==> config.mk <==
export PLATFORM = sky130hd
export DESIGN_NAME = expression_tokenizer_flat
export DESIGN_NICKNAME = d
export VERILOG_FILES = /design/src/rtl/core/expt_pkg.sv /design/src/rtl/core/expt_channels.sv /design/src/rtl/core/expt_lex_step.sv /design/src/rtl/core/expt_token_queue.sv /design/src/rtl/core/expression_tokenizer.sv /design/src/flat_wrapper.sv
export SDC_FILE = /design/constraint.sdc
export NUM_CORES = 1
export LEC_CHECK = 0
export BUFFER_PORTS_ARGS = -buffer_cell sky130_fd_sc_hd__buf_4
export CAP_MARGIN = 10
export CORE_ASPECT_RATIO = 0.75
export CORE_MARGIN = 3
export CORE_UTILIZATION = 34
export DETAILED_ROUTE_END_ITERATION = 8
export PLACE_DENSITY = 0.47
export RECOVER_POWER = 100
export SETUP_SLACK_MARGIN = 0.05
export SYNTH_ARGS = -nofsm -noshare
export SYNTH_HDL_FRONTEND = slang
export SYNTH_SLANG_ARGS = --single-unit
==> constraint.sdc <==
create_clock -name clock -period 11.2 [get_ports clock]
set_input_delay 2.24 -clock clock [delete_from_list [all_inputs] [get_ports clock]]
set_output_delay 2.24 -clock clock [all_outputs]
set_load 0.05 [all_outputs]
==> src/rtl/core/expt_pkg.sv <==
// Shared types and constants of the expression tokenizer.
// No dependencies; expt_lex_step, expt_token_queue and the top level import it.
`timescale 1ns / 1ps
`default_nettype none

package expt_pkg;

   localparam int NUMBER_WIDTH = 32;   // accumulator and number_value width
   localparam int MAX_TOKENS   = 3;    // results one text byte can cause
   localparam int QUEUE_DEPTH  = 8;    // token queue entries
   localparam int QUEUE_PTR_W  = $clog2(QUEUE_DEPTH);
   localparam int QUEUE_CNT_W  = $clog2(QUEUE_DEPTH + 1);
   localparam int PUSH_CNT_W   = $clog2(MAX_TOKENS + 1);

   typedef enum logic [2:0] {
      KIND_NUMBER   = 3'd0,
      KIND_OPERATOR = 3'd1,
      KIND_OPEN     = 3'd2,
      KIND_CLOSE    = 3'd3,
      KIND_VARIABLE = 3'd4,
      KIND_FUNCTION = 3'd5,
      KIND_END      = 3'd6
   } kind_type;

   typedef enum logic [1:0] {
      FUNC_SIN = 2'd0,
      FUNC_COS = 2'd1,
      FUNC_TAN = 2'd2
   } func_type;

   // keyword prefix matched so far; code 7 is unused and reads as none
   typedef enum logic [2:0] {
      PFX_NONE = 3'd0,
      PFX_S    = 3'd1,
      PFX_SI   = 3'd2,
      PFX_C    = 3'd3,
      PFX_CO   = 3'd4,
      PFX_T    = 3'd5,
      PFX_TA   = 3'd6
   } prefix_type;

   typedef struct packed {
      logic [NUMBER_WIDTH-1:0] accumulator;
      logic                    pending;
      logic                    saturated;
      prefix_type              prefix;
   } lex_state_type;

   typedef struct packed {
      kind_type                token_kind;
      logic [NUMBER_WIDTH-1:0] number_value;
      logic                    number_overflow;
      logic [7:0]              symbol_char;
      func_type                function_code;
      logic                    last_of_run;
   } token_type;

endpackage : expt_pkg

`default_nettype wire

==> src/rtl/core/expt_channels.sv <==
// Handshake interfaces for the byte input and the token output channels.
// Depends on nothing; widths follow the token fields of expt_pkg.
`timescale 1ns / 1ps
`default_nettype none

interface expt_req_if;
   logic       valid;
   logic       ready;
   logic [7:0] text_byte;
   logic       end_of_text;

   modport source (output valid, output text_byte, output end_of_text, input ready);
   modport sink   (input valid, input text_byte, input end_of_text, output ready);
endinterface : expt_req_if

interface expt_rsp_if;
   logic        valid;
   logic        ready;
   logic [2:0]  token_kind;
   logic [31:0] number_value;
   logic        number_overflow;
   logic [7:0]  symbol_char;
   logic [1:0]  function_code;
   logic        last_of_run;

   modport source (output valid, output token_kind, output number_value,
                   output number_overflow, output symbol_char, output function_code,
                   output last_of_run, input ready);
   modport sink   (input valid, input token_kind, input number_value,
                   input number_overflow, input symbol_char, input function_code,
                   input last_of_run, output ready);
endinterface : expt_rsp_if

`default_nettype wire

==> src/rtl/core/expt_lex_step.sv <==
// Single-byte lexer step: next state and up to three tokens for one byte.
// Purely combinational; depends on expt_pkg.
`timescale 1ns / 1ps
`default_nettype none

module expt_lex_step
   import expt_pkg::*;
(
   input  wire logic [7:0]                  text_byte,
   input  wire logic                        end_of_text,
   input  wire lex_state_type               state_cur,
   output lex_state_type                    state_nxt,
   output token_type [MAX_TOKENS-1:0]       tokens,
   output logic [PUSH_CNT_W-1:0]            token_count
);

   localparam logic [NUMBER_WIDTH-1:0] NumMax = '1;

   logic                    is_digit;
   logic [NUMBER_WIDTH+3:0] scaled;
   logic                    sat_hit;
   logic                    num_emit;
   token_type               num_tok;
   logic                    own_emit;
   token_type               own_tok;
   logic                    consumed;
   logic [7:0]              expect_char;
   prefix_type              next_prefix;
   logic                    completes;
   func_type                func_code;

   assign is_digit = (text_byte >= "0") && (text_byte <= "9");
   // acc * 10 + digit, wide enough to see the overflow
   assign scaled = {state_cur.accumulator, 3'b000} + {2'b00, state_cur.accumulator, 1'b0}
                 + {{(NUMBER_WIDTH){1'b0}}, text_byte[3:0]};
   assign sat_hit = state_cur.saturated || (scaled[NUMBER_WIDTH+3:NUMBER_WIDTH] != 4'd0);

   // keyword table
   always_comb begin
      expect_char = 8'd0;
      next_prefix = PFX_NONE;
      completes   = 1'b0;
      func_code   = FUNC_SIN;
      unique case (state_cur.prefix)
         PFX_S:  begin expect_char = "i"; next_prefix = PFX_SI; end
         PFX_SI: begin expect_char = "n"; completes = 1'b1; func_code = FUNC_SIN; end
         PFX_C:  begin expect_char = "o"; next_prefix = PFX_CO; end
         PFX_CO: begin expect_char = "s"; completes = 1'b1; func_code = FUNC_COS; end
         PFX_T:  begin expect_char = "a"; next_prefix = PFX_TA; end
         PFX_TA: begin expect_char = "n"; completes = 1'b1; func_code = FUNC_TAN; end
         default: begin expect_char = 8'd0; end
      endcase
   end

   always_comb begin
      state_nxt = state_cur;
      num_emit  = 1'b0;
      num_tok   = '0;
      own_emit  = 1'b0;
      own_tok   = '0;
      consumed  = 1'b0;

      if (is_digit) begin
         state_nxt.prefix  = PFX_NONE;
         state_nxt.pending = 1'b1;
         if (sat_hit) begin
            state_nxt.accumulator = NumMax;
            state_nxt.saturated   = 1'b1;
         end else begin
            state_nxt.accumulator = scaled[NUMBER_WIDTH-1:0];
         end
      end else begin
         // flush the number that this byte ends
         if (state_cur.pending) begin
            num_emit                = 1'b1;
            num_tok.token_kind      = KIND_NUMBER;
            num_tok.number_value    = state_cur.accumulator;
            num_tok.number_overflow = state_cur.saturated;
         end
         state_nxt.accumulator = '0;
         state_nxt.pending     = 1'b0;
         state_nxt.saturated   = 1'b0;
         state_nxt.prefix      = PFX_NONE;

         if (expect_char != 8'd0 && text_byte == expect_char) begin
            consumed         = 1'b1;
            state_nxt.prefix = next_prefix;
            if (completes) begin
               own_emit              = 1'b1;
               own_tok.token_kind    = KIND_FUNCTION;
               own_tok.function_code = func_code;
            end
         end

         // failed or absent prefix: test the byte as a fresh start
         if (!consumed) begin
            case (text_byte) inside
               "s": state_nxt.prefix = PFX_S;
               "c": state_nxt.prefix = PFX_C;
               "t": state_nxt.prefix = PFX_T;
               "+", "-", "*", "/", "^": begin
                  own_emit            = 1'b1;
                  own_tok.token_kind  = KIND_OPERATOR;
                  own_tok.symbol_char = text_byte;
               end
               "(", "{", "[": begin
                  own_emit            = 1'b1;
                  own_tok.token_kind  = KIND_OPEN;
                  own_tok.symbol_char = text_byte;
               end
               ")", "}", "]": begin
                  own_emit            = 1'b1;
                  own_tok.token_kind  = KIND_CLOSE;
                  own_tok.symbol_char = text_byte;
               end
               "x", "y": begin
                  own_emit            = 1'b1;
                  own_tok.token_kind  = KIND_VARIABLE;
                  own_tok.symbol_char = text_byte;
               end
               default: ;
            endcase
         end
      end

      // end of text: flush the number that this digit completed, reset all
      if (end_of_text) begin
         if (is_digit) begin
            num_emit                = 1'b1;
            num_tok                 = '0;
            num_tok.token_kind      = KIND_NUMBER;
            num_tok.number_value    = state_nxt.accumulator;
            num_tok.number_overflow = state_nxt.saturated;
         end
         state_nxt = '0;
      end
   end

   // pack in order: number, own token, end
   always_comb begin
      tokens      = '0;
      token_count = '0;
      if (num_emit) begin
         tokens[token_count[1:0]] = num_tok;
         token_count              = token_count + PUSH_CNT_W'(1);
      end
      if (own_emit) begin
         tokens[token_count[1:0]] = own_tok;
         token_count              = token_count + PUSH_CNT_W'(1);
      end
      if (end_of_text) begin
         tokens[token_count[1:0]]            = '0;
         tokens[token_count[1:0]].token_kind = KIND_END;
         token_count                         = token_count + PUSH_CNT_W'(1);
      end
      if (token_count != '0) begin
         tokens[token_count[1:0] - 2'd1].last_of_run = 1'b1;
      end
   end

endmodule : expt_lex_step

`default_nettype wire

==> src/rtl/core/expt_token_queue.sv <==
// Token queue: takes up to three tokens per cycle, hands out one per cycle when popped.
// Depends on expt_pkg.
`timescale 1ns / 1ps
`default_nettype none

module expt_token_queue
   import expt_pkg::*;
(
   input  wire logic                        clock,
   input  wire logic                        reset,
   input  wire logic [PUSH_CNT_W-1:0]       push_count,
   input  wire token_type [MAX_TOKENS-1:0]  push_tokens,
   output logic                             has_room,
   output logic                             head_valid,
   output token_type                        head_token,
   input  wire logic                        pop
);

   token_type                mem [QUEUE_DEPTH];
   logic [QUEUE_PTR_W-1:0]   wr_ptr_ff, wr_ptr_in;
   logic [QUEUE_PTR_W-1:0]   rd_ptr_ff, rd_ptr_in;
   logic [QUEUE_CNT_W-1:0]   count_ff,  count_in;
   logic                     do_pop;

   assign has_room   = count_ff <= QUEUE_CNT_W'(QUEUE_DEPTH - MAX_TOKENS);
   assign head_valid = count_ff != '0;
   assign head_token = mem[rd_ptr_ff];
   assign do_pop     = pop && head_valid;

   assign wr_ptr_in = wr_ptr_ff + QUEUE_PTR_W'(push_count);
   assign rd_ptr_in = rd_ptr_ff + QUEUE_PTR_W'(do_pop);
   assign count_in  = count_ff + QUEUE_CNT_W'(push_count) - QUEUE_CNT_W'(do_pop);

   always_ff @(posedge clock) begin
      for (int i = 0; i < MAX_TOKENS; i++) begin
         if (PUSH_CNT_W'(i) < push_count) begin
            mem[wr_ptr_ff + QUEUE_PTR_W'(i)] <= push_tokens[i];
         end
      end
   end

   always_ff @(posedge clock) begin
      if (reset) begin
         wr_ptr_ff <= '0;
         rd_ptr_ff <= '0;
         count_ff  <= '0;
      end else begin
         wr_ptr_ff <= wr_ptr_in;
         rd_ptr_ff <= rd_ptr_in;
         count_ff  <= count_in;
      end
   end

endmodule : expt_token_queue

`default_nettype wire

==> src/rtl/core/expression_tokenizer.sv <==
// Expression tokenizer top level: byte input, lexer state, token queue.
// Depends on expt_pkg, expt_channels, expt_lex_step and expt_token_queue.
`timescale 1ns / 1ps
`default_nettype none

// Takes expression text one byte per word on req_bus and returns tokens on
// rsp_bus: numbers (as saturated 32-bit values with an overflow flag),
// operators, brackets, the variables x and y, and the functions sin, cos and
// tan; the byte marked end_of_text flushes any pending number and adds an end
// token. A byte is accepted in every cycle while the 8-entry token queue has
// room for three more tokens; the lexer decodes it in that same cycle and its
// tokens are registered into the queue behind any older tokens. One byte
// yields at most three tokens, and the queue hands out one token per cycle
// while rsp_bus is ready, so text that produces more than one token per byte
// on average is paced by the output port. Bytes that start or continue nothing
// add no token of their own. last_of_run marks the last token of a byte.

module expression_tokenizer
   import expt_pkg::*;
(
   input wire logic   clock,
   input wire logic   reset,
   expt_req_if.sink   req_bus,
   expt_rsp_if.source rsp_bus
);

   lex_state_type              state_ff, state_in;
   lex_state_type              step_state;
   token_type [MAX_TOKENS-1:0] step_tokens;
   logic [PUSH_CNT_W-1:0]      step_count;
   logic [PUSH_CNT_W-1:0]      push_count;
   logic                       queue_room;
   logic                       accept;
   logic                       head_valid;
   token_type                  head_token;

   // take a byte only when its worst-case burst of tokens fits
   assign req_bus.ready = queue_room;
   assign accept        = req_bus.valid && queue_room;

   expt_lex_step u_lex_step (
      .text_byte   (req_bus.text_byte),
      .end_of_text (req_bus.end_of_text),
      .state_cur   (state_ff),
      .state_nxt   (step_state),
      .tokens      (step_tokens),
      .token_count (step_count)
   );

   // advance the lexer state only on an accepted word, hold it otherwise
   assign state_in   = accept ? step_state : state_ff;
   assign push_count = accept ? step_count : '0;

   always_ff @(posedge clock) begin
      if (reset) begin
         state_ff <= '0;
      end else begin
         state_ff <= state_in;
      end
   end

   expt_token_queue u_token_queue (
      .clock       (clock),
      .reset       (reset),
      .push_count  (push_count),
      .push_tokens (step_tokens),
      .has_room    (queue_room),
      .head_valid  (head_valid),
      .head_token  (head_token),
      .pop         (rsp_bus.ready)
   );

   // present the oldest token; drop it from the queue once taken
   assign rsp_bus.valid           = head_valid;
   assign rsp_bus.token_kind      = head_token.token_kind;
   assign rsp_bus.number_value    = head_token.number_value[31:0];
   assign rsp_bus.number_overflow = head_token.number_overflow;
   assign rsp_bus.symbol_char     = head_token.symbol_char;
   assign rsp_bus.function_code   = head_token.function_code;
   assign rsp_bus.last_of_run     = head_token.last_of_run;

endmodule : expression_tokenizer

`default_nettype wire
==> src/flat_wrapper.sv <==
// flat-port wrapper written by rule: the top's interface ports become plain ports
module expression_tokenizer_flat import expt_pkg::*;
  (clock, reset, req_bus_valid, req_bus_text_byte, req_bus_end_of_text, req_bus_ready, rsp_bus_valid, rsp_bus_token_kind, rsp_bus_number_value, rsp_bus_number_overflow, rsp_bus_symbol_char, rsp_bus_function_code, rsp_bus_last_of_run, rsp_bus_ready);
  expt_req_if req_bus_i ();
  expt_rsp_if rsp_bus_i ();
  input wire logic clock;
  input wire logic reset;
  input wire logic [$bits(req_bus_i.valid)-1:0] req_bus_valid;
  input wire logic [$bits(req_bus_i.text_byte)-1:0] req_bus_text_byte;
  input wire logic [$bits(req_bus_i.end_of_text)-1:0] req_bus_end_of_text;
  output wire logic [$bits(req_bus_i.ready)-1:0] req_bus_ready;
  output wire logic [$bits(rsp_bus_i.valid)-1:0] rsp_bus_valid;
  output wire logic [$bits(rsp_bus_i.token_kind)-1:0] rsp_bus_token_kind;
  output wire logic [$bits(rsp_bus_i.number_value)-1:0] rsp_bus_number_value;
  output wire logic [$bits(rsp_bus_i.number_overflow)-1:0] rsp_bus_number_overflow;
  output wire logic [$bits(rsp_bus_i.symbol_char)-1:0] rsp_bus_symbol_char;
  output wire logic [$bits(rsp_bus_i.function_code)-1:0] rsp_bus_function_code;
  output wire logic [$bits(rsp_bus_i.last_of_run)-1:0] rsp_bus_last_of_run;
  input wire logic [$bits(rsp_bus_i.ready)-1:0] rsp_bus_ready;
  assign req_bus_i.valid = req_bus_valid;
  assign req_bus_i.text_byte = req_bus_text_byte;
  assign req_bus_i.end_of_text = req_bus_end_of_text;
  assign req_bus_ready = req_bus_i.ready;
  assign rsp_bus_valid = rsp_bus_i.valid;
  assign rsp_bus_token_kind = rsp_bus_i.token_kind;
  assign rsp_bus_number_value = rsp_bus_i.number_value;
  assign rsp_bus_number_overflow = rsp_bus_i.number_overflow;
  assign rsp_bus_symbol_char = rsp_bus_i.symbol_char;
  assign rsp_bus_function_code = rsp_bus_i.function_code;
  assign rsp_bus_last_of_run = rsp_bus_i.last_of_run;
  assign rsp_bus_i.ready = rsp_bus_ready;
  expression_tokenizer u_core (.clock(clock), .reset(reset), .req_bus(req_bus_i), .rsp_bus(rsp_bus_i));
endmodule
==> metrics <==
antenna-violating nets left 0; number of global-route vias before repair ~15,000; # nets final about 1,900; Clock Tree Buf Depth 3; Syn Area/Cell roughly 12 sq um; setup TNS 0 ns; Setup CP Type input port to flop; post-synthesis cell area around 0.022 sq mm; n_diodes 0; outcome complete, but fails checks; non-filler instance count after layout roughly 2,700; critical path arrival about 9.2 ns; Cells after Synth approximately 1,800; violated checks max-capacitance violations, max-slew violations; I/O pin total between 60 and 70; DRC 0; Die Span Y between 200 and 250 um; Total Power around 4400 uW; Crit path largest cell delay between 1 and 1.5 ns; die area roughly 0.069 sq mm; layout cells sized above 1 between 10% and 20%; average wire per standard cell 24.77 um; Buf/Inv on CP 5; Total GRT Usage roughly 20%; Max Cap Violations 11; Worst Hold Class flop to flop; family with the most delay on the worst path simple AND/OR/NAND/NOR gates; Post-CTS Setup Inserts 0; P&R area growth vs syn 11.12%; CTS tree yes; LEAKAGE roughly 0.0091 uW; IO Port Bufs between 60 and 70; die width about 300 um; root buffer cell clkbuf_16; pin count of the biggest net entering global routing 54; H-tree Lvls 2; vias per cell approximately 5.6; Synth cell types 92; RSZ-0062 raised after global routing no; Vias about 15,000; CTS Buf Count 47; Core ar. 0.06416 sq mm; initial antenna violation count 0; EDFF count, synth 376; kind of start point of the critical path input port; post-synth top area share ~51%; slowest cell on the critical path clkbuf_1; Max VDD drop between 0.1 and 0.15 mV; #FFs+latches synth roughly 420; Worst Path Max Fanout 19; first-pass GRT wire length slightly above 100,000 um; Total Routed Length 67,240 um; sequential area share after synthesis between 50% and 60%; Syn. warnings 0; Critical Path RT 11.51 ns; Initial Util 34.67%; worst slew pin tran 3.280 ns; DR pass1 iterations 5; placer's final routability congestion estimate approximately 0.90; Synth Flop Type edfxtp_1; Filler cells between 6,000 and 7,000; clock sink count roughly 420; Final Critical Period 8.868 ns; area leader, netlist edfxtp_1; crit-path cells clkbuf_1 > or4b_2 > a211oi_1 > nand3_1 > o21ai_0 > nor3_1 > clkbuf_1 > a21boi_0 > a2bb2oi_1 > clkbuf_1 > inv_1 > ha_1 > nand2_1 > o211ai_1 > nor2_1 > nand3_1 > nand2_1 > clkbuf_1 > o22ai_1 > nand2_1 > nor2_1; clk_skew 0.03661 ns; FFs w/ async S/R, synth 0%; HPWL after DPL between 40,000 and 50,000 um; Worst-path clk slew about 0.060 ns; total grt overflow 0; power density cells around 180 mW/mm^2; Skew-Pair Late Insertion Delay ~0.6 ns; Area contributors post-synth edfxtp_1, mux4_2, nor2_1; final slew viol count slightly below 400; row cnt 80; Setup crit end kind flop; crit share post-route a little under 80%; post-CTS sizing 0; Peak Freq around 110 MHz; Hold Buf Count CTS 0; final hold vios 0; placed instance count 2,630; # setup viols final 0; DRC marker count from the first detailed-route iteration approximately 1,300; Max-slew headroom -118.7%; most used cell along the critical path clkbuf_1
final timing paths:
path | startpoint | to | slack (ns) | cells after the start
max | req_bus_text_byte[4] | u_core.u_token_queue.mem[6][6]$_SDFFCE_PP0P_ | 2.33 | 21
min | u_core.u_token_queue.rd_ptr_ff[2]$_SDFF_PP0_ | u_core.u_token_queue.rd_ptr_ff[2]$_SDFF_PP0_ | 0.50 | 2
max reg2reg | u_core.state_ff[2]$_SDFFE_PP0P_ | u_core.u_token_queue.mem[6][6]$_SDFFCE_PP0P_ | 4.20 | 19
min reg2reg | u_core.u_token_queue.rd_ptr_ff[2]$_SDFF_PP0_ | u_core.u_token_queue.rd_ptr_ff[2]$_SDFF_PP0_ | 0.50 | 2
Yosys cell counts (7+ instances only):
master / n
ha_1: 78
a22oi_2: 16
xnor2_1: 12
a2111oi_0: 8
clkbuf_1: 85
buf_1: 18
nand2_2: 8
buf_2: 11
a21o_1: 19
dfxtp_1: 47
inv_1: 28
o21a_1: 8
nor4_1: 15
a32o_1: 22
o22ai_1: 53
o21ai_0: 60
a21oi_1: 56
xor2_1: 12
nand2b_1: 9
nor2_1: 307
nand3_1: 30
nor2b_1: 8
nand4_1: 32
edfxtp_1: 376
nor3_1: 46
o21bai_1: 9
o22a_1: 8
or3_1: 7
mux2_2: 50
o31ai_1: 7
o211ai_1: 20
and2_1: 8
mux4_2: 94
nand2_1: 97
per-stage QoR:
step | cell area [sq um] | utilization, % | hold slack, ns | worst slack [ns]
6_report | 24720 | 38.52 | 0.5029 | 2.332
5_1_grt | 24720 | 38.52 | 0.5560 | 1.764
4_1_cts | 25170 | 39.23 | 0.5050 | 3.914
3_5_place_dp | 23680 | 36.90 | 0.4863 | 3.266
3_3_place_gp | 23680 | 36.90 | 0.4735 | 3.463
2_1_floorplan | 22270 | - | 0.4567 | 2.244
where the power goes:
group	switching, uW	total [uW]	internal [uW]
Clock	639	1520	881
Sequential	71.1	1860	1790
Combinational	648	995	347
state kept, by name, summed over array words and instances, names as in the netlist:
| register | flops |
|---|---|
| u_core.u_token_queue.rd_ptr_ff | 3 |
| u_core.u_token_queue.wr_ptr_ff | 3 |
| u_core.state_ff | 37 |
| u_core.u_token_queue.mem | 376 |
| u_core.u_token_queue.count_ff | 4 |
area by class of cell:
cell class	instances	area, sq um	share of cell area, %
flip-flops and latches	423	12240	49.51
multi-input cells	1221	9323	37.72
clock buffers	62	1254	5.073
well taps	861	1077	4.359
repair buffers	97	476.7	1.929
clock inverters	23	242.7	0.9821
inverters	28	105.1	0.4253
tightest hold or removal path, stage by stage, from the launching register on:
cell,delay (ns)
dfxtp_2,0.34
xnor2_1,0.06
nor2_1,0.07
kinds of logic after synthesis:
family / synth area share, %
compound gates: 11.96
other cells: 0.01686
mux: 12.18
buf+inv: 2.565
fa+ha+maj: 4.748
flops: 54.99
xor+xnor: 0.9450
simple gates: 12.59
routing by layer:
layer | GRT usage, % | wire (um) | vias to the layer above
li1 | - | - | 6967
met1 | 29.93 | 32720 | 7835
met2 | 28.91 | 28960 | 425
met3 | 4.443 | 4615 | 67
met4 | 3.720 | 947 | 0
met5 | 0 | 0 | -
placed cells by master (no fill, tap or decap), types with 6 or more instances in the layout:
| cell | Yosys | routed |
|---|---|---|
| nand2b_1 | 9 | 9 |
| o21a_1 | 8 | 8 |
| a211oi_1 | 6 | 7 |
| conb_1 | 1 | 8 |
| mux2_2 | 50 | 49 |
| o21bai_1 | 9 | 9 |
| a2111oi_0 | 8 | 8 |
| nor2_1 | 307 | 311 |
| o22ai_1 | 53 | 53 |
| o211ai_1 | 20 | 20 |
| nand4_1 | 32 | 32 |
| and2_1 | 8 | 6 |
| o21ai_0 | 60 | 61 |
| mux4_2 | 94 | 94 |
| xnor2_1 | 12 | 12 |
| ha_1 | 78 | 78 |
| a32o_1 | 22 | 22 |
| clkbuf_1 | 85 | 81 |
| buf_4 | 1 | 29 |
| edfxtp_1 | 376 | 376 |
| a21o_1 | 19 | 19 |
| nor2b_1 | 8 | 8 |
| o22a_1 | 8 | 8 |
| or3_1 | 7 | 7 |
| nor3_1 | 46 | 45 |
| clkinv_2 | 0 | 7 |
| clkinv_1 | 0 | 9 |
| o31ai_1 | 7 | 6 |
| nand3_1 | 30 | 30 |
| a21oi_1 | 56 | 56 |
| clkbuf_16 | 0 | 48 |
| nor4_1 | 15 | 15 |
| a22oi_1 | 4 | 19 |
| inv_1 | 28 | 28 |
| o221ai_1 | 6 | 6 |
| xor2_1 | 12 | 12 |
| dfxtp_1 | 47 | 45 |
| nand2_1 | 97 | 105 |
Note: power is estimated with default switching activity, not from simulation.
